===== src/sv/mbe_pkg.sv =====
// Shared constants, types and the saturating helper function of the Mandelbrot escape-time block.
package mbe_pkg;

	localparam int IMAGE_SIZE    = 256;
	localparam int FRACTION_BITS = 28;

	localparam int Q_W    = 32;
	localparam int PIX_W  = 8;
	localparam int CNT_W  = 8;
	localparam int STEP_W = 31;
	localparam int IDX_W  = 2;

	localparam int HALF   = IMAGE_SIZE / 2;
	localparam int OFS_W  = (($clog2(IMAGE_SIZE) > PIX_W) ? $clog2(IMAGE_SIZE) : PIX_W) + 1;
	localparam int PROD_W = OFS_W + STEP_W + 1;
	localparam int P_W    = 2 * Q_W;
	localparam int SQ_W   = P_W - FRACTION_BITS;
	localparam int XR_W   = SQ_W + 1;
	localparam int WIDE_W = P_W + 8;
	localparam int DCNT_W = $clog2(CNT_W);

	localparam logic [DCNT_W-1:0] DIV_LAST = DCNT_W'(CNT_W - 1);

	localparam logic signed [WIDE_W-1:0] FOUR = WIDE_W'(4) <<< FRACTION_BITS;
	localparam logic signed [WIDE_W-1:0] QMAX = (WIDE_W'(1) <<< (Q_W - 1)) - WIDE_W'(1);
	localparam logic signed [WIDE_W-1:0] QMIN = -(WIDE_W'(1) <<< (Q_W - 1));

	localparam logic signed [Q_W-1:0]    RST_CENTRE_REAL = -32'sd201326592;
	localparam logic signed [Q_W-1:0]    RST_CENTRE_IMAG = '0;
	localparam logic        [STEP_W-1:0] RST_PIXEL_STEP  = 31'd2796203;
	localparam logic        [CNT_W-1:0]  RST_MAX_ITER    = 8'd50;

	typedef enum logic [IDX_W-1:0] {
		REG_CENTRE_REAL,
		REG_CENTRE_IMAG,
		REG_PIXEL_STEP,
		REG_MAX_ITER
	} cfg_idx_t;

	typedef struct packed {
		logic signed [Q_W-1:0]    centre_real;
		logic signed [Q_W-1:0]    centre_imag;
		logic        [STEP_W-1:0] pixel_step;
		logic        [CNT_W-1:0]  max_iterations;
	} cfg_t;

	typedef enum logic [2:0] {
		ST_IDLE,
		ST_CMUL,
		ST_CADD,
		ST_MUL,
		ST_UPD,
		ST_DIV,
		ST_DONE
	} state_t;

	typedef struct packed {
		logic load_pix;
		logic c_mul;
		logic c_add;
		logic iter_mul;
		logic iter_upd;
		logic fin_esc;
		logic fin_lim;
		logic div_step;
	} cmd_t;

	typedef struct packed {
		logic escape;
		logic limit_hit;
		logic div_last;
	} stat_t;

	// Clamps a wide signed value to the signed Q4.28 word range.
	function automatic logic signed [Q_W-1:0] sat_q(input logic signed [WIDE_W-1:0] v);
		logic signed [Q_W-1:0] r;
		if (v > QMAX) begin
			r = QMAX[Q_W-1:0];
		end else if (v < QMIN) begin
			r = QMIN[Q_W-1:0];
		end else begin
			r = v[Q_W-1:0];
		end
		return r;
	endfunction

endpackage


===== src/sv/mbe_regs.sv =====
// Configuration register file of the Mandelbrot escape-time block.
module mbe_regs (
	input  logic                      clk,
	input  logic                      arst_n,
	input  logic                      cfg_we,
	input  logic [mbe_pkg::IDX_W-1:0] cfg_index,
	input  logic [mbe_pkg::Q_W-1:0]   cfg_data,
	output mbe_pkg::cfg_t             cfg
);

	mbe_pkg::cfg_t cfg_q;

	always_ff @(posedge clk or negedge arst_n) begin
		if (!arst_n) begin
			cfg_q.centre_real    <= mbe_pkg::RST_CENTRE_REAL;
			cfg_q.centre_imag    <= mbe_pkg::RST_CENTRE_IMAG;
			cfg_q.pixel_step     <= mbe_pkg::RST_PIXEL_STEP;
			cfg_q.max_iterations <= mbe_pkg::RST_MAX_ITER;
		end else if (cfg_we) begin
			unique case (mbe_pkg::cfg_idx_t'(cfg_index))
				mbe_pkg::REG_CENTRE_REAL: cfg_q.centre_real    <= signed'(cfg_data);
				mbe_pkg::REG_CENTRE_IMAG: cfg_q.centre_imag    <= signed'(cfg_data);
				mbe_pkg::REG_PIXEL_STEP:  cfg_q.pixel_step     <= cfg_data[mbe_pkg::STEP_W-1:0];
				mbe_pkg::REG_MAX_ITER:    cfg_q.max_iterations <= cfg_data[mbe_pkg::CNT_W-1:0];
				default: ;
			endcase
		end
	end

	assign cfg = cfg_q;

endmodule


===== config.mk =====
export PLATFORM = sky130hd
export DESIGN_NAME = mbe_regs
export DESIGN_NICKNAME = d
export VERILOG_FILES = /design/src/sv/mbe_pkg.sv /design/src/sv/mbe_regs.sv
export SDC_FILE = /design/constraint.sdc
export NUM_CORES = 1
export LEC_CHECK = 0
export BUFFER_PORTS_ARGS = -buffer_cell sky130_fd_sc_hd__buf_4
export CAP_MARGIN = 20
export CORE_ASPECT_RATIO = 1.1
export CORE_UTILIZATION = 53
export DETAILED_ROUTE_END_ITERATION = 8
export PLACE_DENSITY = 0.86
export SLEW_MARGIN = 25
export SYNTH_ARGS = -nofsm -noshare
export SYNTH_HDL_FRONTEND = slang
export SYNTH_SLANG_ARGS = --single-unit

===== constraint.sdc =====
create_clock -name clk -period 1.05 [get_ports clk]
set_input_delay 0.21 -clock clk [delete_from_list [all_inputs] [get_ports clk]]
set_output_delay 0.21 -clock clk [all_outputs]
set_load 0.1 [all_outputs]

==> impl_metrics.toml, run 1 <==
[outcome]
status = "stopped before the end"
stop_stage = "global routing"
error_line = "[ERROR DPL-0038] Utilization greater than 100%, impossible to legalize"

[floorplan]
die_w_um = 83.7
rows = 32
initial_core_util = 0.552
fp.dieH_um = 91.9
io_pins = 140

[synthesis]
synth_area_leaders = "dfrtp_1 53%, mux2_2 29%, dfstp_2 14%, buf_6 1.4%, buf_4 0.77%"
ys_ff_latch = 103
yosysSeqAreaShare = 0.669
syn_nets = 256
ys_types = 10
ys.flop_type = "dfrtp_1"
avgSynthCellArea_um2 = 17.8
yosysTopAreaCellShare = 0.534
netlist_area_um2 = 3890
synth.most_common_cell = "mux2_2"
synthCells = 219
synthTopCellsByCount = "101 x mux2_2, 83 x dfrtp_1, 20 x dfstp_2, 5 x buf_6, 4 x buf_4"
yosysTopAreaCell = "dfrtp_1"
synth-edff-count = 0
yosys_warnings = 0
synthArstFlopShare = 1.00

[global_route]
grt_max_degree = 52

[cts]
clockBufferDepth = 2
cts_buffers = 9
clock-root-buffer = "clkbuf_8"
cts.sinks = 103
htreeDepth = 3

[place]
portBuffers = 139
post-dp-hpwl_um = 6390
finalWeightedCongestion = 0.766

[timing]
worstEndpointGrtRepair = "cfg[19]"
worstEpCategory = "top-level output"
==> per-stage QoR <==
step | setup WS (ns) | setup TNS [ns] | instances | hold WS (ns) | cell area, µm²
3_5_place_dp | -0.278 | -19.42 | 448 | 0.0161 | 5390
2_1_floorplan | -0.0902 | -2.48 | 219 | -0.0856 | 4180
4_1_cts | -0.348 | -17.98 | 474 | 0.0784 | 6570
3_3_place_gp | -0.244 | -18.95 | 448 | 0.0153 | 5390
==> timing repair <==
item                       CTS
setup endpoints to repair  103
pin swaps                    0
buffers inserted             9
hold endpoints to repair    83
cloned                       0
gates resized for setup    222
hold buffers                 1
==> kinds of logic after synthesis <==
kind of cell,after synthesis,synth area share
buf+inv,9,0.0222
flops,103,0.669
mux,103,0.298
simple gates,4,0.0109
==> run 2, diff against run 1 <==
- CORE_ASPECT_RATIO: 1.1 -> unset
- CORE_UTILIZATION: 53 -> 40
- PLACE_DENSITY: 0.86 -> unset
- PLACE_DENSITY_LB_ADDON: unset -> 0.15
==> run 2 against run 1 <==
Compared with the run above:
- synthesized cell count stayed put
- the flow now finishes, with violations (negative setup slack)
- area after synthesis unchanged
==> impl_metrics.toml, run 2 <==
[synthesis]
yosysSeqAreaShare = 0.669
synth-edff-count = 0
yosys_warnings = 0
synthCells = 219
yosysTopAreaCellShare = 0.534
netlist_area_um2 = 3890
avgSynthCellArea_um2 = 17.8
synth.most_common_cell = "mux2_2"
ys_types = 10
yosysTopAreaCell = "dfrtp_1"
syn_nets = 256
synthArstFlopShare = 1.00
ys_ff_latch = 103
synthTopCellsByCount = "101 x mux2_2, 83 x dfrtp_1, 20 x dfstp_2, 5 x buf_6, 4 x buf_4"
synth_area_leaders = "dfrtp_1 53%, mux2_2 29%, dfstp_2 14%, buf_6 1.4%, buf_4 0.77%"
ys.flop_type = "dfrtp_1"

[finish]
layout_commonest_cell = "buf_12"
regArea_um2 = 2780
final_cell_mix = "93 x buf_12, 83 x dfrtp_2, 73 x mux2_2, 48 x buf_4, 30 x mux2_4"
multiInputGateArea_um2 = 1320
drive_above_1_share = 0.990
nFillCells = 569
nNetsFinal = 417
largest_reg_flops = 103
antennaDiodeCount = 0
final_area_um2 = 6900
syn2layout_area_growth_pct = 77.2

[pwr]
leakage_nw = 2.97
max-vdd-ir-drop_mv = 1.29
p_per_area_nw_per_um2 = 2670

[global_route]
grt_max_degree = 37
antenna_found_initial = 0
gr-usage-all-layers = 0.190
overflow = 0
grt_pass1_wl_um = 14300
first_global_vias = 2659

[critical_path]
regToRegEndpoint = "cfg[99]"
critPathSlowestCell = "dfstp_4"
path_cells = "buf_12"
worst-path-stages = 1
crit_buf_inv = 1
critPathArrivalTime_ns = 1.17
reg2reg_slack_ns = 0.11
crit_type = "flip-flop to output pin"
worstPathMaxFanout = 2
crit_family = "flip-flops"
end_kind = "output pin"
slowest_delay_ns = 0.65
reg2reg_depth = 2
timing.rr.start = "cfg[99]"
critPathLaunchType = "flip-flop"
crit_required_ns = 0.84

[cts]
clock-root-buffer = "clkbuf_8"
clockBufferDepth = 2
htreeDepth = 3
cts_buffers = 9
path_clk_slew_ns = 0.10
cts.sinks = 103
clock_latency_ns = 0.36
cts_tree = "built"

[place]
portBuffers = 139
pre_cts_ws_ns = -0.292
post-dp-hpwl_um = 6000
finalWeightedCongestion = 0.685
dpl-instance-area_um2 = 5470

[timing]
drv_slew = 0
max_freq_mhz = 723
worst_pin_slew_ns = 0.245
post-route-period-util = 1.32
slew_headroom = 0.837
setup_viol = 103
fin_skew_ns = 0
period_needed_ns = 1.38
fin_ws_ns = -0.334
finalHoldViolations = 0
rsz0062_at_grt = "true"

[routing]
vias_per_cell = 4.76
ant_nets = 0
drtIter0Drc = 47
drc = 0
routedWlPerCell_um = 18.4
routed_wl_um = 9480
num_vias = 2445
firstDrtPassIters = 4

[outcome]
status = "finished with violations"
violations = "negative setup slack"

[floorplan]
core_um2 = 9330
io_pins = 140
fp.dieH_um = 101
initial_core_util = 0.417
die_w_um = 101
die-area_um2 = 10100
rows = 35

[flow_run]
drv_cap = 0

[hold_path]
min_path_cells = 2
holdCritPathClass = "input pin to flip-flop"
hp-start = "cfg_data[10]"
hold_end = "cfg[49]"
## run 2: cell counts after synthesis
Identical to the previous run, type by type.
## run 2: where the power goes
part           leakage [nW]  switching, mW  internal [mW]
clock network         0.103           1.29           1.17
registers              1.12          0.812           5.05
logic                  1.75           6.49           3.61
total                  2.97           8.59           9.82
## run 2: cell families after synthesis
| group | Yosys count | synth area share |
|---|---|---|
| muxes | 103 | 0.298 |
| DFF | 103 | 0.669 |
| buffers and inverters | 9 | 0.0222 |
| and+or+nand+nor | 4 | 0.0109 |
## run 2: timing repair
item / CTS / global route
gates resized for setup: 192 / 87
pin swaps: 0 / 0
hold buffers: 1 / 0
setup endpoints to repair: 103 / 103
setup buffers: 7 / 1
endpoints found under the hold margin: 72 / 0
## run 2: area by class of cell
class / instances / share of cell area
clock inverter: 5 / 0.00835
clock buffer: 11 / 0.0205
multi-input combinational: 107 / 0.191
tap: 129 / 0.0234
sequential: 103 / 0.403
timing repair buffer: 159 / 0.354
## run 2: through the flow
stage | power, mW | utilization | hold slack [ns] | instances | setup TNS [ns]
floorplan | 12.0 | - | -0.0856 | 219 | -2.48
global placement | 13.7 | 0.587 | 0.0935 | 489 | -21.93
detailed placement | 13.8 | 0.587 | 0.0934 | 489 | -23.68
CTS | 17.8 | 0.698 | 0.0757 | 513 | -18.49
global route | 19.0 | 0.739 | 0.0785 | 514 | -20.08
finish | 18.4 | 0.739 | 0.0990 | 514 | -16.28
## run 2: how the worst max path moves through the flow
stage	slack, ns	start	endpoint
global route	-0.38	cfg[8]	cfg[8]
floorplan	-0.09	cfg_index[0]	cfg[71]
CTS	-0.36	cfg[99]	cfg[99]
detailed placement	-0.29	cfg_index[0]	cfg[95]
finish	-0.33	cfg[97]	cfg[97]
global placement	-0.27	cfg_index[0]	cfg[95]
## run 2: routing by layer
metal | global-route usage | wire length (µm) | part of all wire | up-vias
li1 | - | - | - | 1099
met2 | 0.339 | 5240 | 0.55 | 81
met5 | 0 | 0 | 0 | -
met1 | 0.221 | 3640 | 0.38 | 1255
met4 | 0.0635 | 150 | 0.016 | 0
met3 | 0.0492 | 450 | 0.047 | 10
No activity file was read; power rests on OpenSTA's default activity.
==> run 3, diff against run 2 <==
- clock period: 1.05 -> 1.8 ns (I/O delays scaled with it)
==> run 3 against run 2 <==
Compared with the run above:
- the flow now finishes without violations
- hold slack worse by 0.071 ns
- flip-flop and latch count stayed put
- clock power is 41% lower
- power decreased by 50%
- clock skew did not move
- core utilization decreased by 17 points
- setup slack gained 0.58 ns
- routed wire length down 17%
- critical endpoint is now cfg[99]
- largest cell class unchanged
- largest power group unchanged
- highest routed layer unchanged
==> impl_metrics.toml, run 3 (synthesized netlist as in run 2, its figures left out) <==
[timing]
fin_skew_ns = 0
slew_headroom = 0.634
period_needed_ns = 1.55
worst_pin_slew_ns = 0.549
setup_viol = 0
rsz0062_at_grt = "false"
post-route-period-util = 0.863
finalHoldViolations = 0
drv_slew = 0
max_freq_mhz = 644
setup_tns_ns = 0
holdWs_ns = 0.0282
fin_ws_ns = 0.247

[routing]
routed_wl_um = 7830
routedWlPerCell_um = 15.7
num_vias = 2358
vias_per_cell = 4.73
drc = 0
drtIter0Drc = 41
ant_nets = 0
firstDrtPassIters = 4

[place]
finalWeightedCongestion = 0.691
portBuffers = 139
post-dp-hpwl_um = 5360
pre_cts_ws_ns = 0.256

[cts]
cts.sinks = 103
postCtsSetupBuffers = 0
htreeDepth = 3
cts_resized = 0
clock-root-buffer = "clkbuf_8"
cts_buffers = 9
cts_hold_buf = 0
clockBufferDepth = 2
cts_tree = "built"
clock_latency_ns = 0.35
path_clk_slew_ns = 0.10

[finish]
syn2layout_area_growth_pct = 36.1
drive_above_1_share = 0.765
largest_reg_flops = 103
nNetsFinal = 402
layout_commonest_cell = "buf_4"
antennaDiodeCount = 0
final_cell_mix = "140 x buf_4, 101 x mux2_2, 83 x dfrtp_1, 20 x dfstp_2, 9 x clkbuf_8"

[pwr]
p_clk_frac = 0.158
power_mw = 9.18
p_int_mw = 4.43
p_sw_mw = 4.76
p_per_area_nw_per_um2 = 1730
pwr-share-seq = 0.331
pwr-share-comb = 0.510
leakage_nw = 2.45
swShare = 0.518
max-vdd-ir-drop_mv = 0.988

[critical_path]
worstPathMaxFanout = 2
critPathLaunchType = "flip-flop"
end_kind = "output pin"
slowest_delay_ns = 0.55
crit_type = "flip-flop to output pin"
regToRegEndpoint = "cfg[39]"
timing.rr.start = "cfg[39]"
reg2reg_slack_ns = 1.02
crit_buf_inv = 1
crit_family = "flip-flops"
critPathSlowestCell = "dfstp_2"
critPathArrivalTime_ns = 1.19
path_cells = "buf_4"
reg2reg_depth = 1
crit_required_ns = 1.44

[floorplan]
die-area_um2 = 10100
initial_core_util = 0.417
fp.dieH_um = 101
core_um2 = 9330
die_w_um = 101
rows = 35
io_pins = 140

[flow_run]
drv_cap = 0

[global_route]
grt_pass1_wl_um = 12900
gr-usage-all-layers = 0.168
grt_max_degree = 104
antenna_found_initial = 0
overflow = 0
first_global_vias = 2519

[hold_path]
holdCritPathClass = "input pin to async pin"

[outcome]
status = "completed"
## run 3: cell types whose count changed in the layout (fill, tap and decap cells not counted), sizes merged
cell	previous run	this run
buf	158	144
clkbuf	11	9
clkinv	4	1
clkinvlp	0	2
dlygate4sd3	1	0
inv	0	3
## run 3: worst max path at each step
| stage | depth (start not counted) | to | startpoint | slack [ns] |
|---|---|---|---|---|
| 2_1_floorplan | 3 | cfg[71] | cfg_index[1] | 0.51 |
| 3_3_place_gp | 4 | cfg[92] | cfg_index[1] | 0.30 |
| 3_5_place_dp | 4 | cfg[96] | cfg_index[1] | 0.26 |
| 4_1_cts | 1 | cfg[97] | cfg[97] | 0.21 |
| 5_1_grt | 1 | cfg[97] | cfg[97] | 0.19 |
| 6_report | 1 | cfg[99] | cfg[99] | 0.25 |
## run 3: area by class of cell
type / count / area, µm²
clock buffers: 9 / 124
clock inverters: 7 / 76.3
repair buffers: 144 / 1130
fillers: 783 / 4030
multi-input cells: 107 / 1200
flip-flops and latches: 103 / 2600
well taps: 129 / 161
## run 3: power by group through the flow
stage	combinational, mW	clock (mW)	sequential [mW]
2_1_floorplan	0.453	0	6.34
3_5_place_dp	4.72	0	3.09
5_1_grt	4.81	1.63	3.11
6_report	4.69	1.45	3.04
4_1_cts	4.72	1.53	3.05
3_3_place_gp	4.69	0	3.07
## run 3: stage by stage
step	util	instance area [µm²]	std cells
global route	0.568	5300	499
finish	0.568	5300	499
detailed placement	0.546	5100	483
global placement	0.546	5100	483
floorplan	-	3890	219
CTS	0.568	5300	499
## run 3: layer usage
metal  global-route usage  vias up  part of all wire
li1                     -     1072                 -
met1                0.211     1193              0.43
met2                0.274       87              0.48
met3               0.0617        6             0.083
met4               0.0435        0            0.0080
met5                    0        -                 0
==> run 4, diff against run 3 <==
- CORE_MARGIN: unset -> 2
==> run 4 against run 3 <==
Compared with the run above:
- cell area increased by 0.38%
- clock skew unchanged
- combinational power about the same
- cell count increased by 0.40%
- via count decreased by 0.72%
- sequential share of layout area decreased by 0.18 points
- global-route usage decreased by 0.56 points
- clock-buffer cell count increased by 2
- routed wire length increased by 4.8%
- power decreased by 0.29%
- critical path type unchanged
- critical endpoint is now cfg[25]
==> impl_metrics.toml, run 4 (synthesized netlist as in run 2, its figures left out) <==
[outcome]
status = "completed"

[finish]
nFillCells = 783
drive_above_1_share = 0.758
nNetsFinal = 404
antennaDiodeCount = 0
regArea_um2 = 2600
multiInputGateArea_um2 = 1200
largest_reg_flops = 103
final_cell_mix = "140 x buf_4, 101 x mux2_2, 83 x dfrtp_1, 20 x dfstp_2, 9 x clkbuf_8"
layout_commonest_cell = "buf_4"
syn2layout_area_growth_pct = 36.7

[timing]
drv_slew = 0
setup_tns_ns = 0
holdWs_ns = 0.242
max_freq_mhz = 645
finalHoldViolations = 0
setup_viol = 0
fin_skew_ns = 0
slew_headroom = 0.698
rsz0062_at_grt = "false"
post-route-period-util = 0.862
period_needed_ns = 1.55
worst_pin_slew_ns = 0.453

[global_route]
overflow = 0
grt_max_degree = 47
grt_pass1_wl_um = 12900
first_global_vias = 2474
gr-usage-all-layers = 0.162
antenna_found_initial = 0

[critical_path]
end_kind = "output pin"
crit_family = "flip-flops"
critPathSlowestCell = "dfstp_2"
worstPathMaxFanout = 2
critPathArrivalTime_ns = 1.19
crit_buf_inv = 1
slowest_delay_ns = 0.56
regToRegEndpoint = "cfg[51]"
critPathLaunch = "cfg[25]"
reg2reg_depth = 1
critPathLaunchType = "flip-flop"
timing.rr.start = "cfg[51]"
crit_required_ns = 1.44
path_cells = "buf_4"
reg2reg_slack_ns = 1.02
crit_type = "flip-flop to output pin"

[hold_path]
min_path_cells = 2
hold_end = "cfg[100]"
hp-start = "cfg_data[29]"
holdCritPathClass = "input pin to flip-flop"

[floorplan]
io_pins = 140
die-area_um2 = 10500
fp.dieH_um = 103
die_w_um = 103
initial_core_util = 0.417
rows = 35
core_um2 = 9330

[place]
post-dp-hpwl_um = 5800
finalWeightedCongestion = 0.755
portBuffers = 139

[routing]
vias_per_cell = 4.67
ant_nets = 0
drtIter0Drc = 38
routedWlPerCell_um = 16.4
routed_wl_um = 8210
num_vias = 2341
drc = 0
firstDrtPassIters = 3

[cts]
postCtsSetupBuffers = 0
htreeDepth = 3
cts_tree = "built"
cts_resized = 0
cts_buffers = 9
cts_hold_buf = 1
cts.sinks = 103
path_clk_slew_ns = 0.10
clockBufferDepth = 2
clock_latency_ns = 0.34
clock-root-buffer = "clkbuf_8"

[pwr]
leakage_nw = 2.45
p_per_area_nw_per_um2 = 1720
max-vdd-ir-drop_mv = 0.787

[flow_run]
drv_cap = 0
## run 4: through the flow
| step | worst slack, ns | instances | cell area [µm²] | util | total power, mW |
|---|---|---|---|---|---|
| after floorplan | 0.515 | 219 | 3890 | - | 6.79 |
| after global placement | 0.299 | 484 | 5120 | 0.549 | 7.79 |
| after detailed placement | 0.267 | 484 | 5120 | 0.549 | 7.83 |
| after CTS | 0.218 | 501 | 5320 | 0.570 | 9.26 |
| after global routing | 0.200 | 501 | 5320 | 0.570 | 9.50 |
| final | 0.249 | 501 | 5320 | 0.570 | 9.16 |
## run 4: area by class of cell
type | count | share of cell area
Clock buffer | 11 | 0.0247
Clock inverter | 5 | 0.0111
Multi-Input combinational cell | 107 | 0.226
Sequential cell | 103 | 0.489
Tap cell | 129 | 0.0304
Timing Repair Buffer | 146 | 0.218
## run 4: worst max path at each step
stage               slack [ns]  depth (start not counted)      end
global placement          0.30                          4  cfg[53]
floorplan                 0.51                          3  cfg[71]
finish                    0.25                          1  cfg[25]
CTS                       0.22                          1  cfg[25]
detailed placement        0.27                          4  cfg[50]
global route              0.20                          1  cfg[25]
## run 4: metal layers
metal	track usage	vias to the layer above	routed length, µm
met3	0.0563	9	680
li1	-	1080	-
met5	0	-	0
met1	0.209	1162	3620
met4	0.0585	0	107
met2	0.255	90	3810
## run 4: power breakdown
group / switching (mW) / internal [mW] / leakage, nW
Combinational: 3.74 / 0.967 / 1.17
Clock: 0.759 / 0.648 / 0.0899
Sequential: 0.234 / 2.81 / 1.19
