### config.mk
export PLATFORM = sky130hd
export DESIGN_NAME = mbe_ctrl
export DESIGN_NICKNAME = d
export VERILOG_FILES = /design/src/sv/mbe_pkg.sv /design/src/sv/mbe_ctrl.sv
export SDC_FILE = /design/constraint.sdc
export NUM_CORES = 1
export LEC_CHECK = 0
export BUFFER_PORTS_ARGS = -buffer_cell sky130_fd_sc_hd__buf_2
export CAP_MARGIN = 30
export CORE_AREA = 5 5 42 44
export DETAILED_ROUTE_END_ITERATION = 12
export DIE_AREA = 0 0 47 49
export PLACE_DENSITY_LB_ADDON = 0.08
export SYNTH_ARGS = -nofsm -noshare
export SYNTH_HDL_FRONTEND = slang
export SYNTH_SLANG_ARGS = --single-unit
### constraint.sdc
create_clock -name clk -period 1.3 [get_ports clk]
set_clock_uncertainty 0.15 [all_clocks]
set_input_delay 0.13 -clock clk [delete_from_list [all_inputs] [get_ports clk]]
set_output_delay 0.13 -clock clk [all_outputs]
set_load 0.01 [all_outputs]
### src/sv/mbe_pkg.sv
// Shared constants, types and the saturating helper function of the Mandelbrot escape-time block.
package mbe_pkg;

	localparam int IMAGE_SIZE    = 256;
	localparam int FRACTION_BITS = 28;

	localparam int Q_W    = 32;
	localparam int PIX_W  = 8;
	localparam int CNT_W  = 8;
	localparam int STEP_W = 31;
	localparam int IDX_W  = 2;

	localparam int HALF   = IMAGE_SIZE / 2;
	localparam int OFS_W  = (($clog2(IMAGE_SIZE) > PIX_W) ? $clog2(IMAGE_SIZE) : PIX_W) + 1;
	localparam int PROD_W = OFS_W + STEP_W + 1;
	localparam int P_W    = 2 * Q_W;
	localparam int SQ_W   = P_W - FRACTION_BITS;
	localparam int XR_W   = SQ_W + 1;
	localparam int WIDE_W = P_W + 8;
	localparam int DCNT_W = $clog2(CNT_W);

	localparam logic [DCNT_W-1:0] DIV_LAST = DCNT_W'(CNT_W - 1);

	localparam logic signed [WIDE_W-1:0] FOUR = WIDE_W'(4) <<< FRACTION_BITS;
	localparam logic signed [WIDE_W-1:0] QMAX = (WIDE_W'(1) <<< (Q_W - 1)) - WIDE_W'(1);
	localparam logic signed [WIDE_W-1:0] QMIN = -(WIDE_W'(1) <<< (Q_W - 1));

	localparam logic signed [Q_W-1:0]    RST_CENTRE_REAL = -32'sd201326592;
	localparam logic signed [Q_W-1:0]    RST_CENTRE_IMAG = '0;
	localparam logic        [STEP_W-1:0] RST_PIXEL_STEP  = 31'd2796203;
	localparam logic        [CNT_W-1:0]  RST_MAX_ITER    = 8'd50;

	typedef enum logic [IDX_W-1:0] {
		REG_CENTRE_REAL,
		REG_CENTRE_IMAG,
		REG_PIXEL_STEP,
		REG_MAX_ITER
	} cfg_idx_t;

	typedef struct packed {
		logic signed [Q_W-1:0]    centre_real;
		logic signed [Q_W-1:0]    centre_imag;
		logic        [STEP_W-1:0] pixel_step;
		logic        [CNT_W-1:0]  max_iterations;
	} cfg_t;

	typedef enum logic [2:0] {
		ST_IDLE,
		ST_CMUL,
		ST_CADD,
		ST_MUL,
		ST_UPD,
		ST_DIV,
		ST_DONE
	} state_t;

	typedef struct packed {
		logic load_pix;
		logic c_mul;
		logic c_add;
		logic iter_mul;
		logic iter_upd;
		logic fin_esc;
		logic fin_lim;
		logic div_step;
	} cmd_t;

	typedef struct packed {
		logic escape;
		logic limit_hit;
		logic div_last;
	} stat_t;

	// Clamps a wide signed value to the signed Q4.28 word range.
	function automatic logic signed [Q_W-1:0] sat_q(input logic signed [WIDE_W-1:0] v);
		logic signed [Q_W-1:0] r;
		if (v > QMAX) begin
			r = QMAX[Q_W-1:0];
		end else if (v < QMIN) begin
			r = QMIN[Q_W-1:0];
		end else begin
			r = v[Q_W-1:0];
		end
		return r;
	endfunction

endpackage

### src/sv/mbe_ctrl.sv
// Sequencing state machine of the Mandelbrot escape-time block.
module mbe_ctrl (
	input  logic           clk,
	input  logic           arst_n,
	input  logic           start,
	input  mbe_pkg::stat_t stat,
	output mbe_pkg::cmd_t  cmd,
	output logic           busy,
	output logic           done
);

	mbe_pkg::state_t state_q;
	mbe_pkg::state_t state_d;

	always_ff @(posedge clk or negedge arst_n) begin
		if (!arst_n) begin
			state_q <= mbe_pkg::ST_IDLE;
		end else begin
			state_q <= state_d;
		end
	end

	always_comb begin
		state_d = state_q;
		unique case (state_q)
			mbe_pkg::ST_IDLE: begin
				if (start) state_d = mbe_pkg::ST_CMUL;
			end
			mbe_pkg::ST_CMUL: state_d = mbe_pkg::ST_CADD;
			mbe_pkg::ST_CADD: state_d = mbe_pkg::ST_MUL;
			mbe_pkg::ST_MUL: begin
				priority if (stat.escape) begin
					state_d = mbe_pkg::ST_DIV;
				end else if (stat.limit_hit) begin
					state_d = mbe_pkg::ST_DONE;
				end else begin
					state_d = mbe_pkg::ST_UPD;
				end
			end
			mbe_pkg::ST_UPD: state_d = mbe_pkg::ST_MUL;
			mbe_pkg::ST_DIV: begin
				if (stat.div_last) state_d = mbe_pkg::ST_DONE;
			end
			mbe_pkg::ST_DONE: state_d = mbe_pkg::ST_IDLE;
			default: state_d = mbe_pkg::ST_IDLE;
		endcase
	end

	always_comb begin
		cmd  = '0;
		busy = 1'b1;
		done = 1'b0;
		unique case (state_q)
			mbe_pkg::ST_IDLE: begin
				busy         = 1'b0;
				cmd.load_pix = start;
			end
			mbe_pkg::ST_CMUL: cmd.c_mul = 1'b1;
			mbe_pkg::ST_CADD: cmd.c_add = 1'b1;
			mbe_pkg::ST_MUL: begin
				priority if (stat.escape) begin
					cmd.fin_esc = 1'b1;
				end else if (stat.limit_hit) begin
					cmd.fin_lim = 1'b1;
				end else begin
					cmd.iter_mul = 1'b1;
				end
			end
			mbe_pkg::ST_UPD:  cmd.iter_upd = 1'b1;
			mbe_pkg::ST_DIV:  cmd.div_step = 1'b1;
			mbe_pkg::ST_DONE: done = 1'b1;
			default: ;
		endcase
	end

endmodule

==> run_summary.xml, run 1 <==
<?xml version="1.0" encoding="UTF-8"?>
<metrics>
  <group name="pwr">
    <metric name="p_switching" unit="mW">0.483</metric>
    <metric name="power_switching_share" unit="">0.418</metric>
    <metric name="p_leak" unit="nW">0.244</metric>
    <metric name="power" unit="mW">1.16</metric>
    <metric name="power_frac_comb" unit="">0.634</metric>
    <metric name="clkPwrFrac" unit="">0.152</metric>
    <metric name="share_seq_of_total_power" unit="">0.215</metric>
    <metric name="internal_power" unit="mW">0.673</metric>
    <metric name="power_density" unit="nW/um^2">2410</metric>
    <metric name="max-vdd-ir-drop" unit="mV">1.00</metric>
  </group>
  <group name="routing">
    <metric name="route.detailed.vias_per_inst" unit="">4.38</metric>
    <metric name="drt.antenna.violating_nets" unit="">0</metric>
    <metric name="drt_drc_violations_left" unit="">0</metric>
    <metric name="dr_total_vias" unit="">311</metric>
    <metric name="drt_first_iter_violations" unit="">3</metric>
    <metric name="route.detailed.wl_per_inst" unit="um">11.9</metric>
    <metric name="drt_pass1_iterations" unit="">4</metric>
    <metric name="drt_wl_total" unit="um">847</metric>
  </group>
  <group name="floorplanning">
    <metric name="dieArea" unit="um^2">2300</metric>
    <metric name="floorplan.io_pins" unit="">16</metric>
    <metric name="die_height" unit="um">49</metric>
    <metric name="floorplan.rows" unit="">14</metric>
    <metric name="floorplan.initialDensity" unit="">0.165</metric>
    <metric name="chipWidth" unit="um">47</metric>
    <metric name="core_area" unit="um^2">1400</metric>
  </group>
  <group name="final_layout">
    <metric name="layout.cell_area.non_filler" unit="um^2">480</metric>
    <metric name="most-common-layout-cells" unit="">14 x buf_2, 6 x buf_4</metric>
    <metric name="antenna-diode-count" unit="">0</metric>
    <metric name="postLayoutCoreUtil" unit="">0.343</metric>
    <metric name="most_frequent_standard_cell_in_the_layout_excluding_fill_and_tap_cells" unit="">buf_2</metric>
    <metric name="max_flop_register" unit="">state_q</metric>
    <metric name="biggestRegsByFlops" unit="">state_q: 3 flops</metric>
    <metric name="final.fill_count" unit="">165</metric>
    <metric name="largest_reg_flops" unit="">3</metric>
    <metric name="final_layout_size_suffix_gt1_frac" unit="">0.727</metric>
    <metric name="areaGrowthSynthToFinish" unit="%">108</metric>
    <metric name="finalNetCount" unit="">62</metric>
  </group>
  <group name="synth">
    <metric name="avgSynthCellArea" unit="um^2">8.27</metric>
    <metric name="ys_warn_count" unit="">0</metric>
    <metric name="synth.distinct_cells" unit="">18</metric>
    <metric name="share_of_synthesized_area_occupied_by_flip_flops_and_latches" unit="">0.324</metric>
    <metric name="syn_area" unit="um^2">231</metric>
    <metric name="syn_inst" unit="">28</metric>
    <metric name="synthesis.nets" unit="">34</metric>
    <metric name="postSynthRegisterBits" unit="">3</metric>
  </group>
  <group name="sta">
    <metric name="slew_viol_final" unit="">0</metric>
    <metric name="tightest_slew" unit="ns">0.213</metric>
    <metric name="tns" unit="ns">-1.23</metric>
    <metric name="timing.final.crit_share" unit="">1.15</metric>
    <metric name="period_minus_slack" unit="ns">1.50</metric>
    <metric name="finalHoldViolations" unit="">0</metric>
    <metric name="holdWs" unit="ns">0.0555</metric>
    <metric name="achievable-frequency" unit="MHz">668</metric>
    <metric name="finalWorstSetupSlack" unit="ns">-0.197</metric>
    <metric name="final-setup-viol-count" unit="">11</metric>
    <metric name="slew_headroom" unit="">0.858</metric>
    <metric name="unrepaired_setup_endpoints_after_global_routing" unit="">true</metric>
  </group>
  <group name="clocking">
    <metric name="worst_skew_pair.late_latency" unit="ns">0.24</metric>
    <metric name="numCtsBuffers" unit="">3</metric>
    <metric name="clock_tree.root_cell" unit="">clkbuf_4</metric>
    <metric name="clk_pin_slew" unit="ns">0.04</metric>
    <metric name="h-tree-depth" unit="">1</metric>
    <metric name="cts_tree" unit="">built</metric>
    <metric name="cts.path.max_buffers" unit="">2</metric>
    <metric name="numClockSinks" unit="">3</metric>
  </group>
  <group name="hold_path">
    <metric name="hp-class" unit="">input pin to async pin</metric>
  </group>
  <group name="placement">
    <metric name="final_hpwl_dp" unit="um">662</metric>
    <metric name="place.port_buffers" unit="">15</metric>
    <metric name="gp_routability_congestion" unit="">0.684</metric>
    <metric name="placed_area" unit="um^2">345</metric>
  </group>
  <group name="global_routing">
    <metric name="gr_util_all_layers" unit="">0.0868</metric>
    <metric name="grt_first_pass_wirelength" unit="um">1420</metric>
    <metric name="first_global_vias" unit="">329</metric>
    <metric name="grt_start_max_net_pins" unit="">9</metric>
    <metric name="globalRouteOverflowTotal" unit="">0</metric>
    <metric name="number_of_antenna_violations_at_the_first_check_in_global_routing" unit="">0</metric>
  </group>
  <group name="setup_path">
    <metric name="worst_ep_arrival_time" unit="ns">1.22</metric>
    <metric name="timing.critical_path.fanout_max" unit="">8</metric>
    <metric name="crit_required" unit="ns">1.02</metric>
    <metric name="crit_path_start_kind" unit="">flip-flop</metric>
    <metric name="worstSetupPathType" unit="">flip-flop to primary output</metric>
    <metric name="cp-end-kind" unit="">primary output</metric>
  </group>
  <group name="run">
    <metric name="max_cap_viol_count" unit="">0</metric>
  </group>
  <group name="outcome">
    <metric name="failed_checks" unit="">setup timing</metric>
    <metric name="status" unit="">finished, violations left</metric>
  </group>
</metrics>
## power by group through the flow
stage | clock network [mW] | registers [mW] | logic [mW]
global placement | 0 | 0.209 | 0.530
finish | 0.175 | 0.248 | 0.732
global route | 0.184 | 0.257 | 0.798
detailed placement | 0 | 0.212 | 0.526
floorplan | 0 | 0.188 | 0.335
CTS | 0.182 | 0.235 | 0.716
## cells in the mapped netlist
master / number / area (um^2)
nand2b_1: 2 / 12.5
and2_1: 1 / 6.26
nand2_1: 1 / 3.75
a21oi_1: 3 / 15.0
buf_6: 1 / 11.3
inv_2: 1 / 3.75
nor2_1: 4 / 15.0
nor3_1: 1 / 5.00
and3_1: 3 / 18.8
o32ai_1: 1 / 8.76
or3_4: 1 / 11.3
nor4b_1: 1 / 8.76
nor4_1: 1 / 6.26
o21bai_1: 1 / 7.51
nor2b_1: 1 / 6.26
and2b_1: 1 / 7.51
o21ai_2: 1 / 8.76
dfrtp_1: 3 / 75.1
## through the flow
step / setup WS, ns / cells
2_1_floorplan: 0.0528 / 28
3_3_place_gp: 0.0397 / 62
3_5_place_dp: 0.0413 / 62
4_1_cts: -0.202 / 71
5_1_grt: -0.222 / 71
6_report: -0.197 / 71
## final cells by class
cell class | count | area, um^2 | share of cell area
sequential | 3 | 78.8 | 0.164
clock buffer | 4 | 26.3 | 0.0547
inverter | 1 | 6.26 | 0.0130
tap | 16 | 20.0 | 0.0417
timing repair buffer | 24 | 159 | 0.331
multi-input combinational | 23 | 190 | 0.396
## kinds of logic after synthesis
logic type             count (synthesis)  synth area share
AND/OR/NAND/NOR                       17             0.438
flip-flops                             3             0.324
buffers and inverters                  2            0.0648
AO/OA/AOI/OAI                          6             0.173
## metal layers
layer  share of wire  GRT usage  vias to the layer above
met5               0          0                        -
met2            0.53      0.133                       12
met1            0.39     0.0973                      142
li1                -          -                      155
met3           0.048    0.00738                        2
met4           0.034     0.0829                        0
## path summary, 6_finish.rpt
kind | from | to | slack, ns | depth (start not counted)
worst min-delay path | arst_n | state_q[2] | 0.06 | 2
worst max-delay path | state_q[1] | busy | -0.20 | 2
worst max register to register | state_q[1] | state_q[1] | -0.05 | 4
max in group asynchronous | arst_n | state_q[0] | 0.81 | 2
worst min register to register | state_q[2] | state_q[1] | 0.38 | 1
min in group clk | stat[0] | state_q[0] | 0.06 | 3
## critical path: stages (launching register included)
cell and delay [ns]:
dfrtp_2 0.45, or3_4 0.39, buf_6 0.13
## what timing repair did
item,CTS,global route
endpoints found under the hold margin,3,0
setup buffers,4,0
pin swaps,2,2
resized for setup,11,5
endpoints found under the setup margin,10,11
hold buffers,1,0
Power figures use the tool's default switching activity.
==> run 2: changes to the inputs <==
clock period = 1.45 ns   (was 1.3 ns; I/O delays follow)
==> run_summary.xml, run 2 (same netlist as run 1, synthesis figures left out) <==
<?xml version="1.0" encoding="UTF-8"?>
<metrics>
  <group name="setup_path">
    <metric name="crit_path_cell_trace" unit="">or3_4, buf_6</metric>
    <metric name="critPathSlowestCell" unit="">dfrtp_2</metric>
    <metric name="timing.critical_path.fanout_max" unit="">6</metric>
    <metric name="crit_required" unit="ns">1.15</metric>
    <metric name="cp_top_family" unit="">flip-flops</metric>
    <metric name="cpPeakStageDelay" unit="ns">0.44</metric>
    <metric name="cp_num_buf_inv" unit="">1</metric>
    <metric name="worst_ep_arrival_time" unit="ns">1.22</metric>
    <metric name="crit_path_start_kind" unit="">flip-flop</metric>
    <metric name="cp-end-kind" unit="">primary output</metric>
    <metric name="worstSetupPathType" unit="">flip-flop to primary output</metric>
  </group>
  <group name="global_routing">
    <metric name="globalRouteOverflowTotal" unit="">0</metric>
    <metric name="number_of_antenna_violations_at_the_first_check_in_global_routing" unit="">0</metric>
    <metric name="grt_start_max_net_pins" unit="">9</metric>
    <metric name="gr_util_all_layers" unit="">0.0783</metric>
    <metric name="first_global_vias" unit="">313</metric>
    <metric name="grt_first_pass_wirelength" unit="um">1280</metric>
  </group>
  <group name="final_layout">
    <metric name="most-common-layout-cells" unit="">14 x buf_2, 4 x buf_4</metric>
    <metric name="antenna-diode-count" unit="">0</metric>
    <metric name="final_layout_size_suffix_gt1_frac" unit="">0.615</metric>
    <metric name="layout.cell_area.non_filler" unit="um^2">435</metric>
    <metric name="biggestRegsByFlops" unit="">state_q: 3 flops</metric>
    <metric name="largest_reg_flops" unit="">3</metric>
    <metric name="postLayoutCoreUtil" unit="">0.311</metric>
    <metric name="areaGrowthSynthToFinish" unit="%">88.1</metric>
    <metric name="finalNetCount" unit="">59</metric>
    <metric name="most_frequent_standard_cell_in_the_layout_excluding_fill_and_tap_cells" unit="">buf_2</metric>
    <metric name="max_flop_register" unit="">state_q</metric>
  </group>
  <group name="placement">
    <metric name="gp_routability_congestion" unit="">0.678</metric>
    <metric name="place.port_buffers" unit="">15</metric>
    <metric name="placed_area" unit="um^2">315</metric>
    <metric name="final_hpwl_dp" unit="um">537</metric>
  </group>
  <group name="pwr">
    <metric name="p_leak" unit="nW">0.221</metric>
    <metric name="power_density" unit="nW/um^2">2130</metric>
    <metric name="max-vdd-ir-drop" unit="mV">0.580</metric>
  </group>
  <group name="clocking">
    <metric name="numClockSinks" unit="">3</metric>
    <metric name="clk_pin_slew" unit="ns">0.04</metric>
    <metric name="clock_tree.root_cell" unit="">clkbuf_4</metric>
    <metric name="h-tree-depth" unit="">1</metric>
    <metric name="cts_tree" unit="">built</metric>
    <metric name="numCtsBuffers" unit="">3</metric>
    <metric name="worst_skew_pair.late_latency" unit="ns">0.23</metric>
    <metric name="cts.path.max_buffers" unit="">2</metric>
  </group>
  <group name="floorplanning">
    <metric name="die_height" unit="um">49</metric>
    <metric name="floorplan.initialDensity" unit="">0.165</metric>
    <metric name="chipWidth" unit="um">47</metric>
    <metric name="floorplan.io_pins" unit="">16</metric>
    <metric name="core_area" unit="um^2">1400</metric>
    <metric name="floorplan.rows" unit="">14</metric>
    <metric name="dieArea" unit="um^2">2300</metric>
  </group>
  <group name="sta">
    <metric name="slew_headroom" unit="">0.841</metric>
    <metric name="achievable-frequency" unit="MHz">661</metric>
    <metric name="finalHoldViolations" unit="">0</metric>
    <metric name="slew_viol_final" unit="">0</metric>
    <metric name="finalWorstSetupSlack" unit="ns">-0.0628</metric>
    <metric name="period_minus_slack" unit="ns">1.51</metric>
    <metric name="timing.final.crit_share" unit="">1.04</metric>
    <metric name="tightest_slew" unit="ns">0.234</metric>
    <metric name="final-setup-viol-count" unit="">2</metric>
    <metric name="unrepaired_setup_endpoints_after_global_routing" unit="">true</metric>
  </group>
  <group name="routing">
    <metric name="drt_first_iter_violations" unit="">3</metric>
    <metric name="route.detailed.wl_per_inst" unit="um">11.1</metric>
    <metric name="drt.antenna.violating_nets" unit="">0</metric>
    <metric name="dr_total_vias" unit="">292</metric>
    <metric name="drt_pass1_iterations" unit="">2</metric>
    <metric name="drt_drc_violations_left" unit="">0</metric>
    <metric name="drt_wl_total" unit="um">757</metric>
    <metric name="route.detailed.vias_per_inst" unit="">4.29</metric>
  </group>
  <group name="outcome">
    <metric name="status" unit="">finished, violations left</metric>
    <metric name="failed_checks" unit="">setup timing</metric>
  </group>
  <group name="run">
    <metric name="max_cap_viol_count" unit="">0</metric>
  </group>
  <group name="hold_path">
    <metric name="hp-class" unit="">input pin to async pin</metric>
  </group>
</metrics>
## run 2: path summary, 6_finish.rpt
kind	startpoint	endpoint	slack, ns	cells past startpoint
setup / recovery	state_q[1]	busy	-0.06	2
hold / removal	arst_n	state_q[0]	0.08	2
setup reg to reg	state_q[1]	state_q[1]	0.21	3
hold reg to reg	state_q[2]	state_q[1]	0.40	1
max in group asynchronous	arst_n	state_q[2]	0.95	2
min in group clk	stat[0]	state_q[0]	0.09	3
## run 2: worst register-to-register path, cell delays in order, from the launching register on
cell and delay, ns:
dfrtp_2 0.44, or3_4 0.41, o21ai_2 0.06, a21oi_1 0.05
## run 2: final cells by class
class / instances / area [um^2]
clock buffer: 4 / 26.3
fill: 162 / 966
inverter: 1 / 6.26
multi-input combinational: 23 / 171
sequential: 3 / 78.8
tap: 16 / 20.0
timing repair buffer: 21 / 133
## run 2: through the flow
| stage | cells | power, mW | TNS, ns | hold WS [ns] | worst slack, ns |
|---|---|---|---|---|---|
| after CTS | 66 | 0.851 | -0.192 | 0.0797 | -0.0605 |
| after floorplan | 28 | 0.469 | 0 | -0.301 | 0.188 |
| after global placement | 58 | 0.595 | 0 | -0.208 | 0.120 |
| after global routing | 68 | 1.01 | -0.441 | 0.0707 | -0.0971 |
| after detailed placement | 58 | 0.583 | 0 | -0.207 | 0.131 |
| final | 68 | 0.929 | -0.0690 | 0.0815 | -0.0628 |
## run 2: repair_timing
action | CTS | global route
resized for setup | 7 | 6
endpoints found under the hold margin | 3 | 0
endpoints found under the setup margin | 9 | 9
setup buffers | 3 | 2
hold buffers | 1 | 0
pin swaps | 1 | 1
## run 2: power breakdown
part / total, mW / internal, mW / switching, mW
clock network: 0.149 / 0.103 / 0.0457
registers: 0.218 / 0.133 / 0.0856
logic: 0.562 / 0.299 / 0.263
## run 2: layer usage
metal | track usage | vias to the layer above | part of all wire
li1 | - | 151 | -
met1 | 0.104 | 129 | 0.49
met2 | 0.104 | 10 | 0.45
met3 | 0.0221 | 2 | 0.038
met4 | 0.0553 | 0 | 0.020
met5 | 0 | - | 0
==> run 3: changes to the inputs <==
ABC_AREA = 1   (was default)
==> run_summary.xml, run 3 <==
<?xml version="1.0" encoding="UTF-8"?>
<metrics>
  <group name="sta">
    <metric name="achievable-frequency" unit="MHz">701</metric>
    <metric name="holdWs" unit="ns">0.0258</metric>
    <metric name="unrepaired_setup_endpoints_after_global_routing" unit="">true</metric>
    <metric name="finalHoldViolations" unit="">0</metric>
    <metric name="final-setup-viol-count" unit="">0</metric>
    <metric name="tightest_slew" unit="ns">0.152</metric>
    <metric name="timing.final.crit_share" unit="">0.983</metric>
    <metric name="slew_headroom" unit="">0.897</metric>
    <metric name="period_minus_slack" unit="ns">1.43</metric>
    <metric name="slew_viol_final" unit="">0</metric>
  </group>
  <group name="synth">
    <metric name="synth_compound_area_frac" unit="">0.0754</metric>
    <metric name="largest_family_of_logic_cells_by_synthesized_area" unit="">simple AND/OR/NAND/NOR gates</metric>
    <metric name="synthArstFlopShare" unit="">1.00</metric>
    <metric name="synth_top_area_cell" unit="">dfrtp_1</metric>
    <metric name="synth_enable_flop_cells" unit="">0</metric>
    <metric name="synthesis.nets" unit="">44</metric>
    <metric name="synth_flop_cell" unit="">dfrtp_1</metric>
    <metric name="synth_commonest_cells" unit="">7 x nand2_1, 6 x nor2_1, 5 x inv_1</metric>
    <metric name="netlist_top_cells_area" unit="">dfrtp_1 30%, nand2_1 11%, nor2_1 9.0%</metric>
    <metric name="synth_adder_area_share" unit="">0</metric>
    <metric name="yosys.area.top_type_share" unit="">0.302</metric>
    <metric name="avgSynthCellArea" unit="um^2">6.55</metric>
    <metric name="ys_warn_count" unit="">0</metric>
    <metric name="postSynthRegisterBits" unit="">3</metric>
    <metric name="syn_inst" unit="">38</metric>
    <metric name="synth_simple_gate_area_frac" unit="">0.462</metric>
    <metric name="share_of_synthesized_area_occupied_by_flip_flops_and_latches" unit="">0.302</metric>
    <metric name="synth.area.mux_share" unit="">0</metric>
    <metric name="synthXorXnorAreaFrac" unit="">0</metric>
    <metric name="synth.distinct_cells" unit="">15</metric>
    <metric name="syn_area" unit="um^2">249</metric>
    <metric name="cell_with_the_most_instances_after_synthesis" unit="">nand2_1</metric>
  </group>
  <group name="final_layout">
    <metric name="largest_reg_flops" unit="">3</metric>
    <metric name="most_frequent_standard_cell_in_the_layout_excluding_fill_and_tap_cells" unit="">buf_2</metric>
    <metric name="multi_input_area" unit="um^2">134</metric>
    <metric name="antenna-diode-count" unit="">0</metric>
    <metric name="most-common-layout-cells" unit="">15 x buf_2, 7 x nand2_1, 6 x nor2_1</metric>
    <metric name="areaGrowthSynthToFinish" unit="%">58.3</metric>
    <metric name="postLayoutCoreUtil" unit="">0.281</metric>
    <metric name="seq_area" unit="um^2">77.6</metric>
    <metric name="finalNetCount" unit="">67</metric>
    <metric name="final_layout_size_suffix_gt1_frac" unit="">0.500</metric>
    <metric name="final.fill_count" unit="">174</metric>
    <metric name="biggestRegsByFlops" unit="">state_q: 3 flops</metric>
    <metric name="max_flop_register" unit="">state_q</metric>
  </group>
  <group name="floorplanning">
    <metric name="chipWidth" unit="um">47</metric>
    <metric name="dieArea" unit="um^2">2300</metric>
    <metric name="floorplan.initialDensity" unit="">0.178</metric>
    <metric name="floorplan.rows" unit="">14</metric>
    <metric name="die_height" unit="um">49</metric>
    <metric name="core_area" unit="um^2">1400</metric>
    <metric name="floorplan.io_pins" unit="">16</metric>
  </group>
  <group name="routing">
    <metric name="drt_first_iter_violations" unit="">0</metric>
    <metric name="route.detailed.wl_per_inst" unit="um">8.62</metric>
    <metric name="dr_total_vias" unit="">307</metric>
    <metric name="drt_pass1_iterations" unit="">1</metric>
    <metric name="drt.antenna.violating_nets" unit="">0</metric>
    <metric name="drt_drc_violations_left" unit="">0</metric>
    <metric name="drt_wl_total" unit="um">655</metric>
    <metric name="route.detailed.vias_per_inst" unit="">4.04</metric>
  </group>
  <group name="clocking">
    <metric name="worst_skew_pair.late_latency" unit="ns">0.23</metric>
    <metric name="numClockSinks" unit="">3</metric>
    <metric name="clk_pin_slew" unit="ns">0.04</metric>
    <metric name="h-tree-depth" unit="">1</metric>
    <metric name="cts.path.max_buffers" unit="">2</metric>
    <metric name="clock_tree.root_cell" unit="">clkbuf_4</metric>
    <metric name="cts_tree" unit="">built</metric>
    <metric name="numCtsBuffers" unit="">3</metric>
  </group>
  <group name="setup_path">
    <metric name="timing.critical_path.fanout_max" unit="">6</metric>
    <metric name="crit_required" unit="ns">1.15</metric>
    <metric name="worst_ep_arrival_time" unit="ns">1.13</metric>
    <metric name="cp-end-kind" unit="">primary output</metric>
    <metric name="crit_path_start_kind" unit="">flip-flop</metric>
    <metric name="worstSetupPathType" unit="">flip-flop to primary output</metric>
  </group>
  <group name="global_routing">
    <metric name="grt_start_max_net_pins" unit="">10</metric>
    <metric name="grt_first_pass_wirelength" unit="um">1190</metric>
    <metric name="globalRouteOverflowTotal" unit="">0</metric>
    <metric name="gr_util_all_layers" unit="">0.0733</metric>
    <metric name="first_global_vias" unit="">310</metric>
    <metric name="number_of_antenna_violations_at_the_first_check_in_global_routing" unit="">0</metric>
  </group>
  <group name="pwr">
    <metric name="p_leak" unit="nW">0.242</metric>
    <metric name="power_density" unit="nW/um^2">1980</metric>
    <metric name="max-vdd-ir-drop" unit="mV">0.597</metric>
    <metric name="internal_power" unit="mW">0.421</metric>
    <metric name="power_frac_comb" unit="">0.561</metric>
    <metric name="clkPwrFrac" unit="">0.190</metric>
    <metric name="power_switching_share" unit="">0.459</metric>
    <metric name="share_seq_of_total_power" unit="">0.250</metric>
    <metric name="p_switching" unit="mW">0.358</metric>
  </group>
  <group name="placement">
    <metric name="final_hpwl_dp" unit="um">546</metric>
    <metric name="gp_routability_congestion" unit="">0.619</metric>
    <metric name="place.port_buffers" unit="">15</metric>
  </group>
  <group name="outcome">
    <metric name="status" unit="">finished clean</metric>
  </group>
  <group name="run">
    <metric name="max_cap_viol_count" unit="">0</metric>
  </group>
  <group name="hold_path">
    <metric name="hp-class" unit="">input pin to flip-flop</metric>
  </group>
</metrics>
run 3: per-layer routing:
| metal | vias to the layer above | share of wire | GRT usage |
|---|---|---|---|
| li1 | 163 | - | - |
| met1 | 130 | 0.36 | 0.0706 |
| met2 | 9 | 0.53 | 0.115 |
| met3 | 5 | 0.072 | 0.0221 |
| met4 | 0 | 0.044 | 0.0691 |
| met5 | - | 0 | 0 |
run 3: through the flow:
step | power (mW) | std cells | TNS [ns] | setup slack (ns) | instance area [um^2]
5_1_grt | 0.856 | 76 | -0.130 | -0.0489 | 394
3_5_place_dp | 0.594 | 68 | 0 | 0.178 | 333
4_1_cts | 0.793 | 76 | 0 | 0.00503 | 393
3_3_place_gp | 0.608 | 68 | 0 | 0.174 | 333
2_1_floorplan | 0.491 | 38 | 0 | 0.254 | 249
6_report | 0.779 | 76 | 0 | 0.0243 | 394
run 3: path summary, 6_finish.rpt:
| kind | slack, ns | endpoint | startpoint | depth (start not counted) |
|---|---|---|---|---|
| worst max register to register | 0.24 | state_q[1] | state_q[2] | 5 |
| worst max-delay path | 0.02 | cmd[4] | state_q[2] | 4 |
| worst min-delay path | 0.03 | state_q[0] | stat[0] | 4 |
| min in group asynchronous | 0.08 | state_q[0] | arst_n | 2 |
| max in group asynchronous | 0.95 | state_q[1] | arst_n | 2 |
| worst min register to register | 0.47 | state_q[2] | state_q[2] | 2 |
run 3: cells by family (layout without fill, tap and decap cells):
logic type             after synthesis  after routing
and+or+nand+nor                     24             24
DFF                                  3              3
AOI/OAI and AO/OA                    3              3
buffers and inverters                8             30
run 3: critical path, cell delays in order (launching register included):
cell     delay (ns)
dfrtp_1        0.40
inv_4          0.08
nand3_1        0.12
nor3_1         0.14
buf_2          0.15
run 3: power groups by stage:
stage          logic, mW  clock network (mW)  registers (mW)
5_1_grt            0.494               0.158           0.205
2_1_floorplan      0.330                   0           0.160
3_5_place_dp       0.400                   0           0.194
4_1_cts            0.447               0.155           0.191
3_3_place_gp       0.410                   0           0.198
6_report           0.437               0.148           0.195
run 3: final cells by class:
cell class | instances | share of cell area
sequential | 3 | 0.197
clock buffer | 4 | 0.0667
inverter | 7 | 0.0730
tap | 16 | 0.0508
multi-input combinational | 27 | 0.340
timing repair buffer | 19 | 0.273
run 3: what timing repair did:
item,in CTS,in global routing
pin swaps,0,0
setup buffers,3,0
resized for setup,1,1
hold buffers,1,0
endpoints found under the hold margin,3,0
setup endpoints to repair,2,4
